===== src/rtl/weighted_least_load_worker_picker_unit_macros.svh =====
// Assertion helpers for the worker picker.
// Each macro takes a label, clock, active-low reset, checked expression and message.
`ifndef WEIGHTED_LEAST_LOAD_WORKER_PICKER_UNIT_MACROS_SVH
`define WEIGHTED_LEAST_LOAD_WORKER_PICKER_UNIT_MACROS_SVH
`ifndef SYNTHESIS
`define WLLWP_ASSERT(label, clk, rst_n, prop, msg) \
	label: assert property (@(posedge clk) disable iff (!rst_n) prop) else $error(msg);
`define WLLWP_NEVER(label, clk, rst_n, expr, msg) \
	label: assert property (@(posedge clk) disable iff (!rst_n) !(expr)) else $error(msg);
`else
`define WLLWP_ASSERT(label, clk, rst_n, prop, msg)
`define WLLWP_NEVER(label, clk, rst_n, expr, msg)
`endif
`endif


===== src/rtl/wllwp_pkg.sv =====
package wllwp_pkg;

	localparam int NUM_WORKERS_DEF = 16;
	localparam int TOTAL_WIDTH_DEF = 32;
	localparam int CUR_W           = 16;
	localparam int ACTIVE_W        = 5;
	localparam int REQ_W           = 2;
	localparam int ID_W            = 4;

	localparam logic [ACTIVE_W-1:0] ACTIVE_RST = 5'd1;

	localparam logic [REQ_W-1:0] REQ_PICK   = 2'd0;
	localparam logic [REQ_W-1:0] REQ_ADD    = 2'd1;
	localparam logic [REQ_W-1:0] REQ_REMOVE = 2'd2;

	typedef struct packed {
		logic [REQ_W-1:0] req_type;
		logic [ID_W-1:0]  worker_id;
	} req_t;

	typedef struct packed {
		logic [ID_W-1:0] selected_worker;
		logic            accepted;
	} rsp_t;

	// controller to datapath
	typedef struct packed {
		logic rd_en;   // read the entry at the address
		logic scan;    // the read feeds the minimum search
		logic first;   // first entry of a search
		logic wr_en;   // write back the updated entry
		logic op_add;  // update is an add, else a remove
	} dp_cmd_t;

endpackage


===== src/rtl/weighted_least_load_worker_picker_unit.sv =====
// Pick, n = effective active workers: after the start beat, scan n slots, drain the pipe, strobe.
// Add or remove in range: read, write, strobe; out of range or unused code: just the strobe.
// Throughput: a new beat is taken in the strobe cycle; a pick is bound by one table read per cycle.
// Reset: all counts read as zero (per-entry valid flags clear at once), active_workers is 1.
// No clearing pass; the receiver cannot stall, each result is shown for one cycle only.
`include "weighted_least_load_worker_picker_unit_macros.svh"

module weighted_least_load_worker_picker_unit #(
	parameter int NUM_WORKERS = wllwp_pkg::NUM_WORKERS_DEF,
	parameter int TOTAL_WIDTH = wllwp_pkg::TOTAL_WIDTH_DEF
) (
	input  logic                           clk,
	input  logic                           arst_n,
	input  logic                           start,
	input  wllwp_pkg::req_t                req,
	output logic                           busy,
	output logic                           done,
	output wllwp_pkg::rsp_t                rsp,
	input  logic                           cfg_valid,
	output logic                           cfg_ready,
	input  logic [wllwp_pkg::ACTIVE_W-1:0] cfg_data
);

	// address width of the count table; keep one bit for a single-slot build
	localparam int AW = (NUM_WORKERS > 1) ? $clog2(NUM_WORKERS) : 1;

	wllwp_pkg::dp_cmd_t cmd;
	logic [AW-1:0]      addr;
	logic               pipe_busy;
	logic [AW-1:0]      best;

	// Controller: takes the request beat, holds the active count, sequences the
	// read-modify-write of an update or the scan of a pick, and registers the result.
	wllwp_ctrl #(
		.NUM_WORKERS(NUM_WORKERS),
		.AW(AW)
	) u_ctrl (
		.clk       (clk),
		.arst_n    (arst_n),
		.start     (start),
		.req       (req),
		.busy      (busy),
		.done      (done),
		.rsp       (rsp),
		.cfg_valid (cfg_valid),
		.cfg_ready (cfg_ready),
		.cfg_data  (cfg_data),
		.cmd       (cmd),
		.addr      (addr),
		.pipe_busy (pipe_busy),
		.best      (best)
	);

	// Datapath: count table with registered read, saturating update, and a
	// three-stage pipe (read, weight 7*current + 3*total, compare) for the search.
	wllwp_dpath #(
		.NUM_WORKERS(NUM_WORKERS),
		.TOTAL_WIDTH(TOTAL_WIDTH),
		.AW(AW)
	) u_dpath (
		.clk       (clk),
		.arst_n    (arst_n),
		.cmd       (cmd),
		.addr      (addr),
		.pipe_busy (pipe_busy),
		.best      (best)
	);

	// the strobe comes only once the controller is back in idle
	`WLLWP_ASSERT(a_done_idle, clk, arst_n, done |-> !busy, "result strobe while busy")
	// an accepted beat always occupies the block for the next cycle
	`WLLWP_ASSERT(a_accept_busy, clk, arst_n, (start && !busy) |=> busy, "beat taken, not busy")
	// each beat gives one strobe, never two in a row
	`WLLWP_ASSERT(a_single_strobe, clk, arst_n, done |=> !done, "result strobe repeated")
	// a rejected request reports slot zero
	`WLLWP_NEVER(a_reject_zero, clk, arst_n, done && !rsp.accepted && rsp.selected_worker != '0,
		"rejected request with non-zero worker")

endmodule


===== src/rtl/wllwp_dpath.sv =====
module wllwp_dpath #(
	parameter int NUM_WORKERS = wllwp_pkg::NUM_WORKERS_DEF,
	parameter int TOTAL_WIDTH = wllwp_pkg::TOTAL_WIDTH_DEF,
	parameter int AW          = 4
) (
	input  logic                  clk,
	input  logic                  arst_n,
	input  wllwp_pkg::dp_cmd_t    cmd,
	input  logic [AW-1:0]         addr,
	output logic                  pipe_busy,
	output logic [AW-1:0]         best
);

	localparam int CW = wllwp_pkg::CUR_W;
	localparam int WB = (TOTAL_WIDTH + 2 > CW + 3) ? TOTAL_WIDTH + 2 : CW + 3;
	localparam int WW = WB + 1;

	logic [CW-1:0]          cur_mem [NUM_WORKERS];
	logic [TOTAL_WIDTH-1:0] tot_mem [NUM_WORKERS];
	logic [NUM_WORKERS-1:0] ent_vld_q;

	logic [CW-1:0]          rd_cur_s1;
	logic [TOTAL_WIDTH-1:0] rd_tot_s1;
	logic                   rd_hit_s1;
	logic                   vld_s1;
	logic                   first_s1;
	logic [AW-1:0]          idx_s1;

	logic [WW-1:0]          wt_s2;
	logic                   vld_s2;
	logic                   first_s2;
	logic [AW-1:0]          idx_s2;

	logic [WW-1:0]          best_w_q;
	logic [AW-1:0]          best_q;

	logic [CW-1:0]          cur_v;
	logic [TOTAL_WIDTH-1:0] tot_v;
	logic [CW-1:0]          new_cur;
	logic [TOTAL_WIDTH-1:0] new_tot;
	logic [WW-1:0]          cur7;
	logic [WW-1:0]          tot3;

	// an entry never written reads as zero
	assign cur_v = rd_hit_s1 ? rd_cur_s1 : '0;
	assign tot_v = rd_hit_s1 ? rd_tot_s1 : '0;

	always_comb begin
		if (cmd.op_add) begin
			new_cur = (cur_v == '1) ? cur_v : cur_v + CW'(1);
			new_tot = (tot_v == '1) ? tot_v : tot_v + TOTAL_WIDTH'(1);
		end else begin
			new_cur = (cur_v == '0) ? cur_v : cur_v - CW'(1);
			new_tot = tot_v;
		end
	end

	assign cur7 = (WW'(cur_v) << 3) - WW'(cur_v);
	assign tot3 = (WW'(tot_v) << 1) + WW'(tot_v);

	always_ff @(posedge clk) begin
		if (cmd.wr_en) begin
			cur_mem[addr] <= new_cur;
			tot_mem[addr] <= new_tot;
		end
		if (cmd.rd_en) begin
			rd_cur_s1 <= cur_mem[addr];
			rd_tot_s1 <= tot_mem[addr];
		end
	end

	always_ff @(posedge clk or negedge arst_n) begin
		if (!arst_n) begin
			ent_vld_q <= '0;
			rd_hit_s1 <= 1'b0;
		end else begin
			if (cmd.wr_en) begin
				ent_vld_q[addr] <= 1'b1;
			end
			if (cmd.rd_en) begin
				rd_hit_s1 <= ent_vld_q[addr];
			end
		end
	end

	always_ff @(posedge clk or negedge arst_n) begin
		if (!arst_n) begin
			vld_s1 <= 1'b0;
			vld_s2 <= 1'b0;
		end else begin
			vld_s1 <= cmd.rd_en & cmd.scan;
			vld_s2 <= vld_s1;
		end
	end

	always_ff @(posedge clk) begin
		first_s1 <= cmd.first;
		idx_s1   <= addr;
		first_s2 <= first_s1;
		idx_s2   <= idx_s1;
		wt_s2    <= cur7 + tot3;
	end

	// strict less-than keeps the lowest-numbered slot on a tie
	always_ff @(posedge clk) begin
		if (vld_s2 && (first_s2 || wt_s2 < best_w_q)) begin
			best_w_q <= wt_s2;
			best_q   <= idx_s2;
		end
	end

	assign pipe_busy = vld_s1 | vld_s2;
	assign best      = best_q;

endmodule


===== src/rtl/wllwp_ctrl.sv =====
module wllwp_ctrl #(
	parameter int NUM_WORKERS = wllwp_pkg::NUM_WORKERS_DEF,
	parameter int AW          = 4
) (
	input  logic                           clk,
	input  logic                           arst_n,
	input  logic                           start,
	input  wllwp_pkg::req_t                req,
	output logic                           busy,
	output logic                           done,
	output wllwp_pkg::rsp_t                rsp,
	input  logic                           cfg_valid,
	output logic                           cfg_ready,
	input  logic [wllwp_pkg::ACTIVE_W-1:0] cfg_data,
	output wllwp_pkg::dp_cmd_t             cmd,
	output logic [AW-1:0]                  addr,
	input  logic                           pipe_busy,
	input  logic [AW-1:0]                  best
);

	localparam int NA = wllwp_pkg::ACTIVE_W;
	localparam int NMAX = (NUM_WORKERS < 31) ? NUM_WORKERS : 31;

	localparam logic [2:0] S_IDLE  = 3'd0;
	localparam logic [2:0] S_RD    = 3'd1;
	localparam logic [2:0] S_WR    = 3'd2;
	localparam logic [2:0] S_SCAN  = 3'd3;
	localparam logic [2:0] S_DRAIN = 3'd4;
	localparam logic [2:0] S_DONE  = 3'd5;

	logic [2:0]                     state_q;
	logic [NA-1:0]                  active_q;
	logic [NA-1:0]                  n_eff;
	logic [NA-1:0]                  idx_q;
	logic [wllwp_pkg::REQ_W-1:0]    req_q;
	logic [wllwp_pkg::ID_W-1:0]     wid_q;
	logic                           acc_q;
	logic                           done_q;
	wllwp_pkg::rsp_t                rsp_q;

	always_comb begin
		if (active_q == '0) begin
			n_eff = NA'(1);
		end else if (active_q > NA'(NMAX)) begin
			n_eff = NA'(NMAX);
		end else begin
			n_eff = active_q;
		end
	end

	assign cfg_ready = 1'b1;

	always_ff @(posedge clk or negedge arst_n) begin
		if (!arst_n) begin
			active_q <= wllwp_pkg::ACTIVE_RST;
		end else if (cfg_valid && cfg_ready) begin
			active_q <= cfg_data;
		end
	end

	always_ff @(posedge clk or negedge arst_n) begin
		if (!arst_n) begin
			state_q <= S_IDLE;
			idx_q   <= '0;
			req_q   <= wllwp_pkg::REQ_PICK;
			wid_q   <= '0;
			acc_q   <= 1'b0;
			done_q  <= 1'b0;
		end else begin
			done_q <= 1'b0;
			unique case (state_q)
				S_IDLE: begin
					if (start) begin
						req_q <= req.req_type;
						wid_q <= req.worker_id;
						idx_q <= '0;
						unique case (req.req_type)
							wllwp_pkg::REQ_PICK: begin
								acc_q   <= 1'b1;
								state_q <= S_SCAN;
							end
							wllwp_pkg::REQ_ADD, wllwp_pkg::REQ_REMOVE: begin
								if (NA'(req.worker_id) < n_eff) begin
									acc_q   <= 1'b1;
									state_q <= S_RD;
								end else begin
									acc_q   <= 1'b0;
									state_q <= S_DONE;
								end
							end
							default: begin
								acc_q   <= 1'b0;
								state_q <= S_DONE;
							end
						endcase
					end
				end
				S_RD: begin
					state_q <= S_WR;
				end
				S_WR: begin
					state_q <= S_DONE;
				end
				S_SCAN: begin
					idx_q <= idx_q + NA'(1);
					if (idx_q == n_eff - NA'(1)) begin
						state_q <= S_DRAIN;
					end
				end
				S_DRAIN: begin
					if (!pipe_busy) begin
						state_q <= S_DONE;
					end
				end
				S_DONE: begin
					done_q  <= 1'b1;
					state_q <= S_IDLE;
				end
				default: begin
					state_q <= S_IDLE;
				end
			endcase
		end
	end

	always_ff @(posedge clk) begin
		if (state_q == S_DONE) begin
			rsp_q.accepted        <= acc_q;
			rsp_q.selected_worker <= (req_q == wllwp_pkg::REQ_PICK && acc_q) ?
				wllwp_pkg::ID_W'(best) : '0;
		end
	end

	always_comb begin
		cmd        = '0;
		cmd.op_add = (req_q == wllwp_pkg::REQ_ADD);
		addr       = AW'(wid_q);
		unique case (state_q)
			S_RD: begin
				cmd.rd_en = 1'b1;
			end
			S_WR: begin
				cmd.wr_en = 1'b1;
			end
			S_SCAN: begin
				cmd.rd_en = 1'b1;
				cmd.scan  = 1'b1;
				cmd.first = (idx_q == '0);
				addr      = AW'(idx_q);
			end
			default: begin
				cmd.rd_en = 1'b0;
			end
		endcase
	end

	assign busy = (state_q != S_IDLE);
	assign done = done_q;
	assign rsp  = rsp_q;

endmodule


===== config.mk =====
export PLATFORM = sky130hd
export DESIGN_NAME = weighted_least_load_worker_picker_unit
export DESIGN_NICKNAME = d
export VERILOG_FILES = /design/src/rtl/wllwp_pkg.sv /design/src/rtl/weighted_least_load_worker_picker_unit.sv /design/src/rtl/wllwp_dpath.sv /design/src/rtl/wllwp_ctrl.sv
export VERILOG_INCLUDE_DIRS = /design/src /design/src/rtl
export SDC_FILE = /design/constraint.sdc
export NUM_CORES = 1
export LEC_CHECK = 0
export BUFFER_PORTS_ARGS = -buffer_cell sky130_fd_sc_hd__buf_2
export CAP_MARGIN = 20
export CORE_ASPECT_RATIO = 0.7
export CORE_MARGIN = 2
export CORE_UTILIZATION = 32
export CTS_CLUSTER_DIAMETER = 40
export DETAILED_ROUTE_END_ITERATION = 8
export GPL_TIMING_DRIVEN = 0
export MAX_ROUTING_LAYER = met4
export PLACE_DENSITY = 0.54
export SKIP_CTS_REPAIR_TIMING = 1
export SYNTH_ARGS = -nofsm -noshare
export SYNTH_HDL_FRONTEND = slang
export SYNTH_SLANG_ARGS = --single-unit

===== constraint.sdc =====
create_clock -name clk -period 5.46 [get_ports clk]
set_clock_uncertainty 0.2 [all_clocks]
set_input_delay 0.273 -clock clk [delete_from_list [all_inputs] [get_ports clk]]
set_output_delay 0.273 -clock clk [all_outputs]
set_load 0.005 [all_outputs]

# Word level (Yosys, flattened, before mapping)
# Memories as Yosys holds them, arrays and structs flattened. A register that Yosys moved wholly into a read port is not among the register bits.
# Cells that the tools add are included.
dict set report word_totals {
  regBits 129
  ramBits 768
  in_bits 15
  wordCells 99
  n_memories 2
}
# memory words word_bits rd rd_clocked_by_memory_dff wr line
set memory_table {}
lappend memory_table {u_dpath.tot_mem 16 32 1 1 1 wllwp_dpath.sv:19} ;# logic [TOTAL_WIDTH-1:0] tot_mem [NUM_WORKERS];
lappend memory_table {u_dpath.cur_mem 16 16 1 1 1 wllwp_dpath.sv:18} ;# logic [CW-1:0] cur_mem [NUM_WORKERS];
dict set report op_classes {
  addsub 8
  n_lt_le_gt_ge 5
  n_eq_ne 14
  n_mux 30
  n_bitwise 3
  n_reduce_logical 17
}
# op n
set ops {}
lappend ops {{two-way mux 32 bit} 3}
lappend ops {{two-way mux 16 bit} 4}
lappend ops {{adder 35 bit} 1}
lappend ops {{< comparator 35 bit} 1}
lappend ops {{adder 33 x 32 -> 34 bit} 1}
lappend ops {{adder 32 x 1 -> 32 bit (second input constant)} 1}
lappend ops {{equality test 32 bit (second input constant)} 1}
lappend ops {{subtractor 19 x 16 -> 20 bit} 1}
lappend ops {{adder 16 x 1 -> 16 bit (second input constant)} 1}
lappend ops {{equality test 16 bit (second input constant)} 1}
lappend ops {{logical NOT 16 bit} 1}
lappend ops {{OR 16 bit} 1}
lappend ops {{subtractor 16 x 1 -> 16 bit (second input constant)} 1}
lappend ops {{two-way mux 5 bit} 3}
lappend ops {{case mux 3 bit (5 select lines)} 1}
lappend ops {{two-way mux 3 bit} 4}
lappend ops {{logical NOT 5 bit} 2}
lappend ops {{case mux 5 bit (2 select lines)} 1}
lappend ops {{two-way mux 1 bit} 8}
lappend ops {{equality test 3 x 2 -> 1 bit (second input constant)} 2}
lappend ops {{equality test 3 bit (second input constant)} 2}
lappend ops {{case mux 3 bit (2 select lines)} 1}
lappend ops {{adder 5 x 1 -> 5 bit (second input constant)} 1}
lappend ops {{equality test 5 bit} 1}
lappend ops {{other kinds (26)} 33}

# Depth between registers and ports, before layout
# Gate-level depths: netlist of the first run.
dict set report depth {
  depth_word 8
  ltp_mapped 25
}

# Modules after synthesis
# Synthesis of the first run repeated with hierarchy kept, for this count alone.
dict set report hier_totals {
  hier_cells 2266
  area_unflattened_um2 40707.8
}
# module instances cells_per_inst area_each_um2
set modules_own_cells {}
lappend modules_own_cells {wllwp_dpath 1 2111 39218.9}
lappend modules_own_cells {wllwp_ctrl 1 155 1488.9}

# Worst setup path after synthesis of the first run
# No wires, ideal clock.
dict set report synth_timing {
  path_type {reg2reg}
  from {register u_dpath.rd_hit_s1}
  to {register u_dpath.wt_s2[34]}
  arrival_time_ns 5.532
  required_ns 5.104
  path_slack_ns -0.428
  path_stages_with_launch 24
  path_buffers 6
  period_less_slack_ns 5.888
  cell_sequence {dfrtp_1 -> buf_6 -> buf_2 -> clkbuf_1 -> clkbuf_1 -> clkbuf_1 -> clkbuf_1 -> and2_1 -> inv_1 -> ha_1 -> nand3_1 -> o31ai_2 -> o21ai_1 -> o211ai_1 -> nor2_1 -> ha_1 -> and3_1 -> a221oi_1 -> o21ai_0 -> o31ai_1 -> a21oi_1 -> a211oi_1 -> a21oi_1 -> xor2_1}
}
dict set report synth_via {
  elab_chain_len 3
  elab_cells_between_ends 5
  classes_between {3 x add/sub; 2 x mux}
}
# item line
set synth_rtl {}
lappend synth_rtl {{start: declaration} wllwp_dpath.sv:24} ;# logic rd_hit_s1;
lappend synth_rtl {{start signal: assignment} wllwp_dpath.sv:81} ;# rd_hit_s1 <= ent_vld_q[addr];
lappend synth_rtl {{two-way mux 32 bit / two-way mux 16 bit (equally long branches)} {wllwp_dpath.sv:46, wllwp_dpath.sv:45}}
lappend synth_rtl {{adder 33 x 32 -> 34 bit / subtractor 19 x 16 -> 20 bit (equally long branches)} {wllwp_dpath.sv:59, wllwp_dpath.sv:58}}
lappend synth_rtl {{adder 35 bit (*)} wllwp_dpath.sv:101} ;# wt_s2 <= cur7 + tot3;
lappend synth_rtl {{end signal: assignment} wllwp_dpath.sv:101}
lappend synth_rtl {{end: declaration} wllwp_dpath.sv:29} ;# logic [WW-1:0] wt_s2;
# Every way passes the cells marked *; elsewhere a longest branch is shown, timed or not.
# A chain may end at the register's enable or synchronous reset.

# Worst setup path in the final report of the first run
dict set report layout_timing {
  from {register u_dpath.rd_hit_s1}
  to {register u_dpath.wt_s2[33]}
}
# The elaborated chain is that of the path after synthesis.

==> results.toml, run 1 <==
[yosys]
synth-main-ff-cell = "edfxtp_1"
syn_area_per_cell_um2 = 11.63
async_reset_ff_frac = 0.04233
ys_ff_latch = 945
synth-edff-count = 860
synthCells = 3655
ys_types = 98
synth_nets = 3774
syn_area_mm2 = 0.04249
ys_seq_area_frac = 0.6525
ys_warn_count = 0

[worst_setup_path]
worstPathArrival_ps = 6000
cp-end-kind = "register"
r2r_slack_ps = -140
path_class = "register to register"
r2r_cells = 26
critical_path_required_ps = 5850
timing.rr.start = "u_dpath.rd_hit_s1"
crit_path_max_fanout = 7
reg2reg_to = "u_dpath.wt_s2[33]"
crit_path_start_kind = "register"

[final_layout]
fin_util = 0.3882
area_delta_synth_final_pct = 20.01
drive_gt1_frac = 0.1433
nNetsFinal = 4045
layout_commonest_cell = "nand2_1"
final_cell_mix = "nand2_1 (899), edfxtp_1 (860), nand3_1 (430), clkbuf_1 (110), clkbuf_16 (104)"
fill_cells = 12600

[detailed_routing]
ant_nets = 0
drc_errors = 0
route.vias.total = 30260
drtIter0Drc = 3659
wl_per_cell_um = 22.61
drtPass1Iterations = 5
finalWirelength_um = 130400
vias_per_cell = 5.245

[floorplanning]
start_util = 0.3234
coreArea_mm2 = 0.1314
die_area_mm2 = 0.1358
die_h_um = 308.9
pin_count = 23
die_w_um = 439.5
rows = 111

[timing]
layout_setup_ws_ps = -144.3
layout_min_cycle_time_ps = 5604
post-route-period-util = 1.026
slew_violations = 0
tightest_slew_ps = 1163
grt_setup_unrepaired = "yes"
hold_violations = 0
finalSetupTns_ps = -165.0
finalSetupViolations = 3
slew_headroom = 0.2028
holdWs_ps = 125.7
max_freq_mhz = 178.4

[min_path]
hold_depth = 0
min_path_type = "register to register"
hold-path-endpoint = "u_dpath.idx_s2[0]"
hold_start = "u_dpath.idx_s1[0]"

[placed_design]
io_buffers = 21
gp_congestion = 0.9689
place_hpwl_um = 95380

[clock_tree]
clkSlewWorstSetupHoldPaths_ps = 60
htree_levels = 3
cts_tree = "done"
cts_buffers = 103
worstSkewPairLatency_ps = 710
root_buffer = "clkbuf_16"
clock-sinks = 945
cts.path.max_buffers = 3

[grt]
grt_pass1_wl_um = 188600
grt_overflow = 0
track_usage = 0.1937
grt_pass1_vias = 27490
antenna_found_initial = 5
grt_max_degree = 41

[outcome]
violations = "negative setup slack"
status = "finished with violations"

[run]
cap_violations = 0
## Yosys cell counts (51+ instances only)
| cell | instances | area share |
|---|---|---|
| ha_1 | 103 | 0.030 |
| nor2_1 | 112 | 0.0099 |
| xor2_1 | 51 | 0.011 |
| a21oi_1 | 90 | 0.011 |
| o21ai_0 | 62 | 0.0073 |
| a31oi_1 | 61 | 0.0090 |
| edfxtp_1 | 860 | 0.61 |
| inv_1 | 78 | 0.0069 |
| a311oi_1 | 102 | 0.021 |
| xnor2_1 | 74 | 0.015 |
| nand3_1 | 431 | 0.051 |
| buf_2 | 76 | 0.0090 |
| and3_1 | 60 | 0.0088 |
| nand2_1 | 904 | 0.080 |
| clkbuf_1 | 109 | 0.0096 |
## registers in the layout (all words and copies together), names as in the netlist, 5 cells and up
name / count
u_dpath.rd_cur_s1: 16
u_dpath.tot_mem: 512
u_dpath.wt_s2: 35
u_dpath.ent_vld_q: 16
u_ctrl.active_q: 5
u_ctrl.idx_q: 5
u_dpath.best_w_q: 35
u_dpath.cur_mem: 256
u_ctrl.rsp: 5
u_dpath.rd_tot_s1: 32
## cell type report
class / instances / area (um^2) / area share
buffer: 214 / 1071 / 0.02100
inverter: 81 / 310.3 / 0.006085
clock inverter: 69 / 842.1 / 0.01651
clock buffer: 123 / 2734 / 0.05361
timing repair buffer: 168 / 1793 / 0.03516
multi-input combinational: 2413 / 14320 / 0.2807
sequential: 945 / 27730 / 0.5437
tap: 1751 / 2191 / 0.04296
antenna: 5 / 12.51 / 0.0002453
## how the worst max path moves through the flow
stage	slack, ps	startpoint	end	depth (start not counted)
2_1_floorplan	-230	u_ctrl.state_q[0]	u_dpath.cur_mem[4][0]	8
3_3_place_gp	-4990	u_ctrl.state_q[0]	u_dpath.ent_vld_q[6]	9
3_5_place_dp	-2620	u_dpath.rd_hit_s1	u_dpath.wt_s2[33]	24
4_1_cts	-2620	u_dpath.rd_hit_s1	u_dpath.wt_s2[33]	24
5_1_grt	-200	u_dpath.rd_hit_s1	u_dpath.wt_s2[33]	26
6_report	-140	u_dpath.rd_hit_s1	u_dpath.wt_s2[33]	26
## logic make-up (layout without fill, tap and decap cells)
logic type      count (synthesis)  after routing  share of synthesized area
compound gates                477            477                    0.07918
xor+xnor                      125            125                    0.02576
flops                         945            945                     0.6525
mux                            15             15                   0.003946
simple gates                 1690           1690                     0.1785
fa+ha+maj                     105            105                    0.03103
buf+inv                       297            655                    0.02900
other cells                     1              6                 0.00008825
## per-stage QoR
stage	worst slack, ps	instance area [um^2]	std cells
2_1_floorplan	-233.2	42520	3655
3_3_place_gp	-4994	44820	5427
3_5_place_dp	-2617	45880	5483
4_1_cts	-2615	49450	5675
5_1_grt	-197.1	51000	5769
6_report	-144.3	51000	5769
## routing by layer
layer | up-vias | wire length [um] | track usage
li1 | 13860 | - | -
met1 | 14940 | 64920 | 0.3106
met2 | 1308 | 49180 | 0.2427
met3 | 152 | 13990 | 0.04196
met4 | 0 | 2363 | 0.03887
met5 | - | 0 | -
## critical path: stages (launching register included)
cell and delay, ps:
dfrtp_2 460, buf_12 130, buf_12 110, buf_12 130
buf_12 120, buf_12 130, buf_12 140, and2_4 150
inv_2 40, ha_4 280, nand3_4 80, o31ai_4 430
o21ai_2 120, o211ai_1 330, buf_4 190, buf_6 90
nor2_4 30, buf_12 150, ha_4 290, and3_4 220
nand4_1 130, or3_1 320, o211ai_1 420, nand3_1 200
a21oi_2 230, nor4_1 60, a311o_1 270
Power of run 1 is not shown: default switching activity piles up to over one toggle a cycle in this logic, so the estimate is an artifact.
==> run 2, diff against run 1 <==
- PLACE_DENSITY: 0.54 -> 0.55
==> run 2 against run 1 <==
Effect of this change:
- the flow now finishes without violations
- clock-buffer cell count grew 6
- critical path depth is 2 higher
- global-route usage up 0.11 points
- fmax rose by 3.1%
- worst setup slack gained 170 ps
- non-clock buffer count is 7 higher
- sequential cell count did not move
- sequential share of layout area rose by 0.17 points
- design area is 0.31% lower
- via count increased by 0.91%
- largest cell class unchanged
==> results.toml, run 2 (synthesized netlist as in run 1, its figures left out) <==
[outcome]
status = "finished clean"

[timing]
grt_setup_unrepaired = "yes"
layout_min_cycle_time_ps = 5437
finalSetupViolations = 0
post-route-period-util = 0.9959
slew_headroom = 0.2404
hold_violations = 0
tightest_slew_ps = 1137
holdWs_ps = 128.7
layout_setup_ws_ps = 22.51
slew_violations = 0
max_freq_mhz = 183.9
finalSetupTns_ps = 0

[detailed_routing]
finalWirelength_um = 130900
drtIter0Drc = 3665
wl_per_cell_um = 22.71
route.vias.total = 30540
ant_nets = 0
vias_per_cell = 5.296
drc_errors = 0
drtPass1Iterations = 8

[clock_tree]
cts_tree = "done"
cts.path.max_buffers = 3
root_buffer = "clkbuf_16"
cts_buffers = 101
clkSlewWorstSetupHoldPaths_ps = 70
htree_levels = 3
clock-sinks = 945
worstSkewPairLatency_ps = 700

[floorplanning]
die_area_mm2 = 0.1358
pin_count = 23
rows = 111
die_w_um = 439.5
start_util = 0.3234
coreArea_mm2 = 0.1314
die_h_um = 308.9

[final_layout]
fill_cells = 12690
largest_register_ffs = 512
layout_commonest_cell = "nand2_1"
area_delta_synth_final_pct = 19.65
nNetsFinal = 4050
fin_util = 0.3870
final_cell_mix = "nand2_1 (900), edfxtp_1 (860), nand3_1 (429), clkbuf_1 (116), clkbuf_16 (106)"
top_register = "u_dpath.tot_mem"
drive_gt1_frac = 0.1425
reg_top3 = "u_dpath.tot_mem: 512 flops, u_dpath.cur_mem: 256 flops"
seq_area_mm2 = 0.02773
multi_input_area_mm2 = 0.01432

[grt]
grt_overflow = 0
grt_pass1_vias = 27730
antenna_found_initial = 3
grt_pass1_wl_um = 190300
grt_use_met3 = 0.04296
use_met1 = 0.3089
track_usage = 0.1948
grt_max_degree = 41
globalRouteMet2Util = 0.2470
top_usage_layer = "met1"

[worst_setup_path]
crit_path_start_kind = "register"
crit_path_max_fanout = 7
slowest_stage = "dfrtp_2"
cpPeakStageDelay_ps = 460
crit_family = "compound AO/OA/AOI/OAI gates"
worstPathArrival_ps = 5820
path_class = "register to register"
critical_path_required_ps = 5840
cp-end-kind = "register"
cp_common_cell = "buf_12"
crit_buf_inv = 10

[min_path]
min_path_type = "register to register"

[placed_design]
pre_cts_ws_ps = -2579
gp_congestion = 0.9683
io_buffers = 21
place_hpwl_um = 95810

[run]
cap_violations = 0
[run 2: cell type report]
class                      count  area share
timing repair buffer         175     0.03637
clock inverter                56     0.01112
inverter                      81    0.006103
sequential                   945      0.5454
antenna                        2  0.00009844
clock buffer                 129     0.05505
multi-input combinational   2413      0.2817
tap                         1751     0.04309
buffer                       214     0.02104
[run 2: through the flow]
stage | cell area, um^2 | cells
floorplan | 42520 | 3655
global placement | 44820 | 5427
detailed placement | 45920 | 5485
CTS | 49290 | 5670
global route | 50840 | 5764
finish | 50840 | 5766
[run 2: path summary, 6_finish.rpt]
path,start,end,slack [ps],cells after the start
min in group asynchronous,arst_n,u_ctrl.active_q[1],440,4
min reg2reg,u_dpath.idx_s1[3],u_dpath.idx_s2[3],130,0
max,u_dpath.rd_hit_s1,u_dpath.wt_s2[33],20,28
max reg2reg,u_dpath.rd_hit_s1,u_dpath.wt_s2[33],20,28
min,u_dpath.idx_s1[3],u_dpath.idx_s2[3],130,0
max in group asynchronous,arst_n,u_dpath.rd_hit_s1,4410,4
[run 2: worst reg2reg max path, delay by kind of cell, from the launching register on]
family	cells	cell delay [ps]
adders and majority gates	2	470
AOI/OAI and AO/OA	11	2240
buffers and inverters	10	1340
DFF	1	460
and+or+nand+nor	5	630
[run 2: layer usage]
metal  share of wire  vias up
li1                -    13890
met1            0.49    15140
met2            0.38     1358
met3            0.11      154
met4           0.018        0
met5               0        -
Power of run 2 is left out for the same reason.
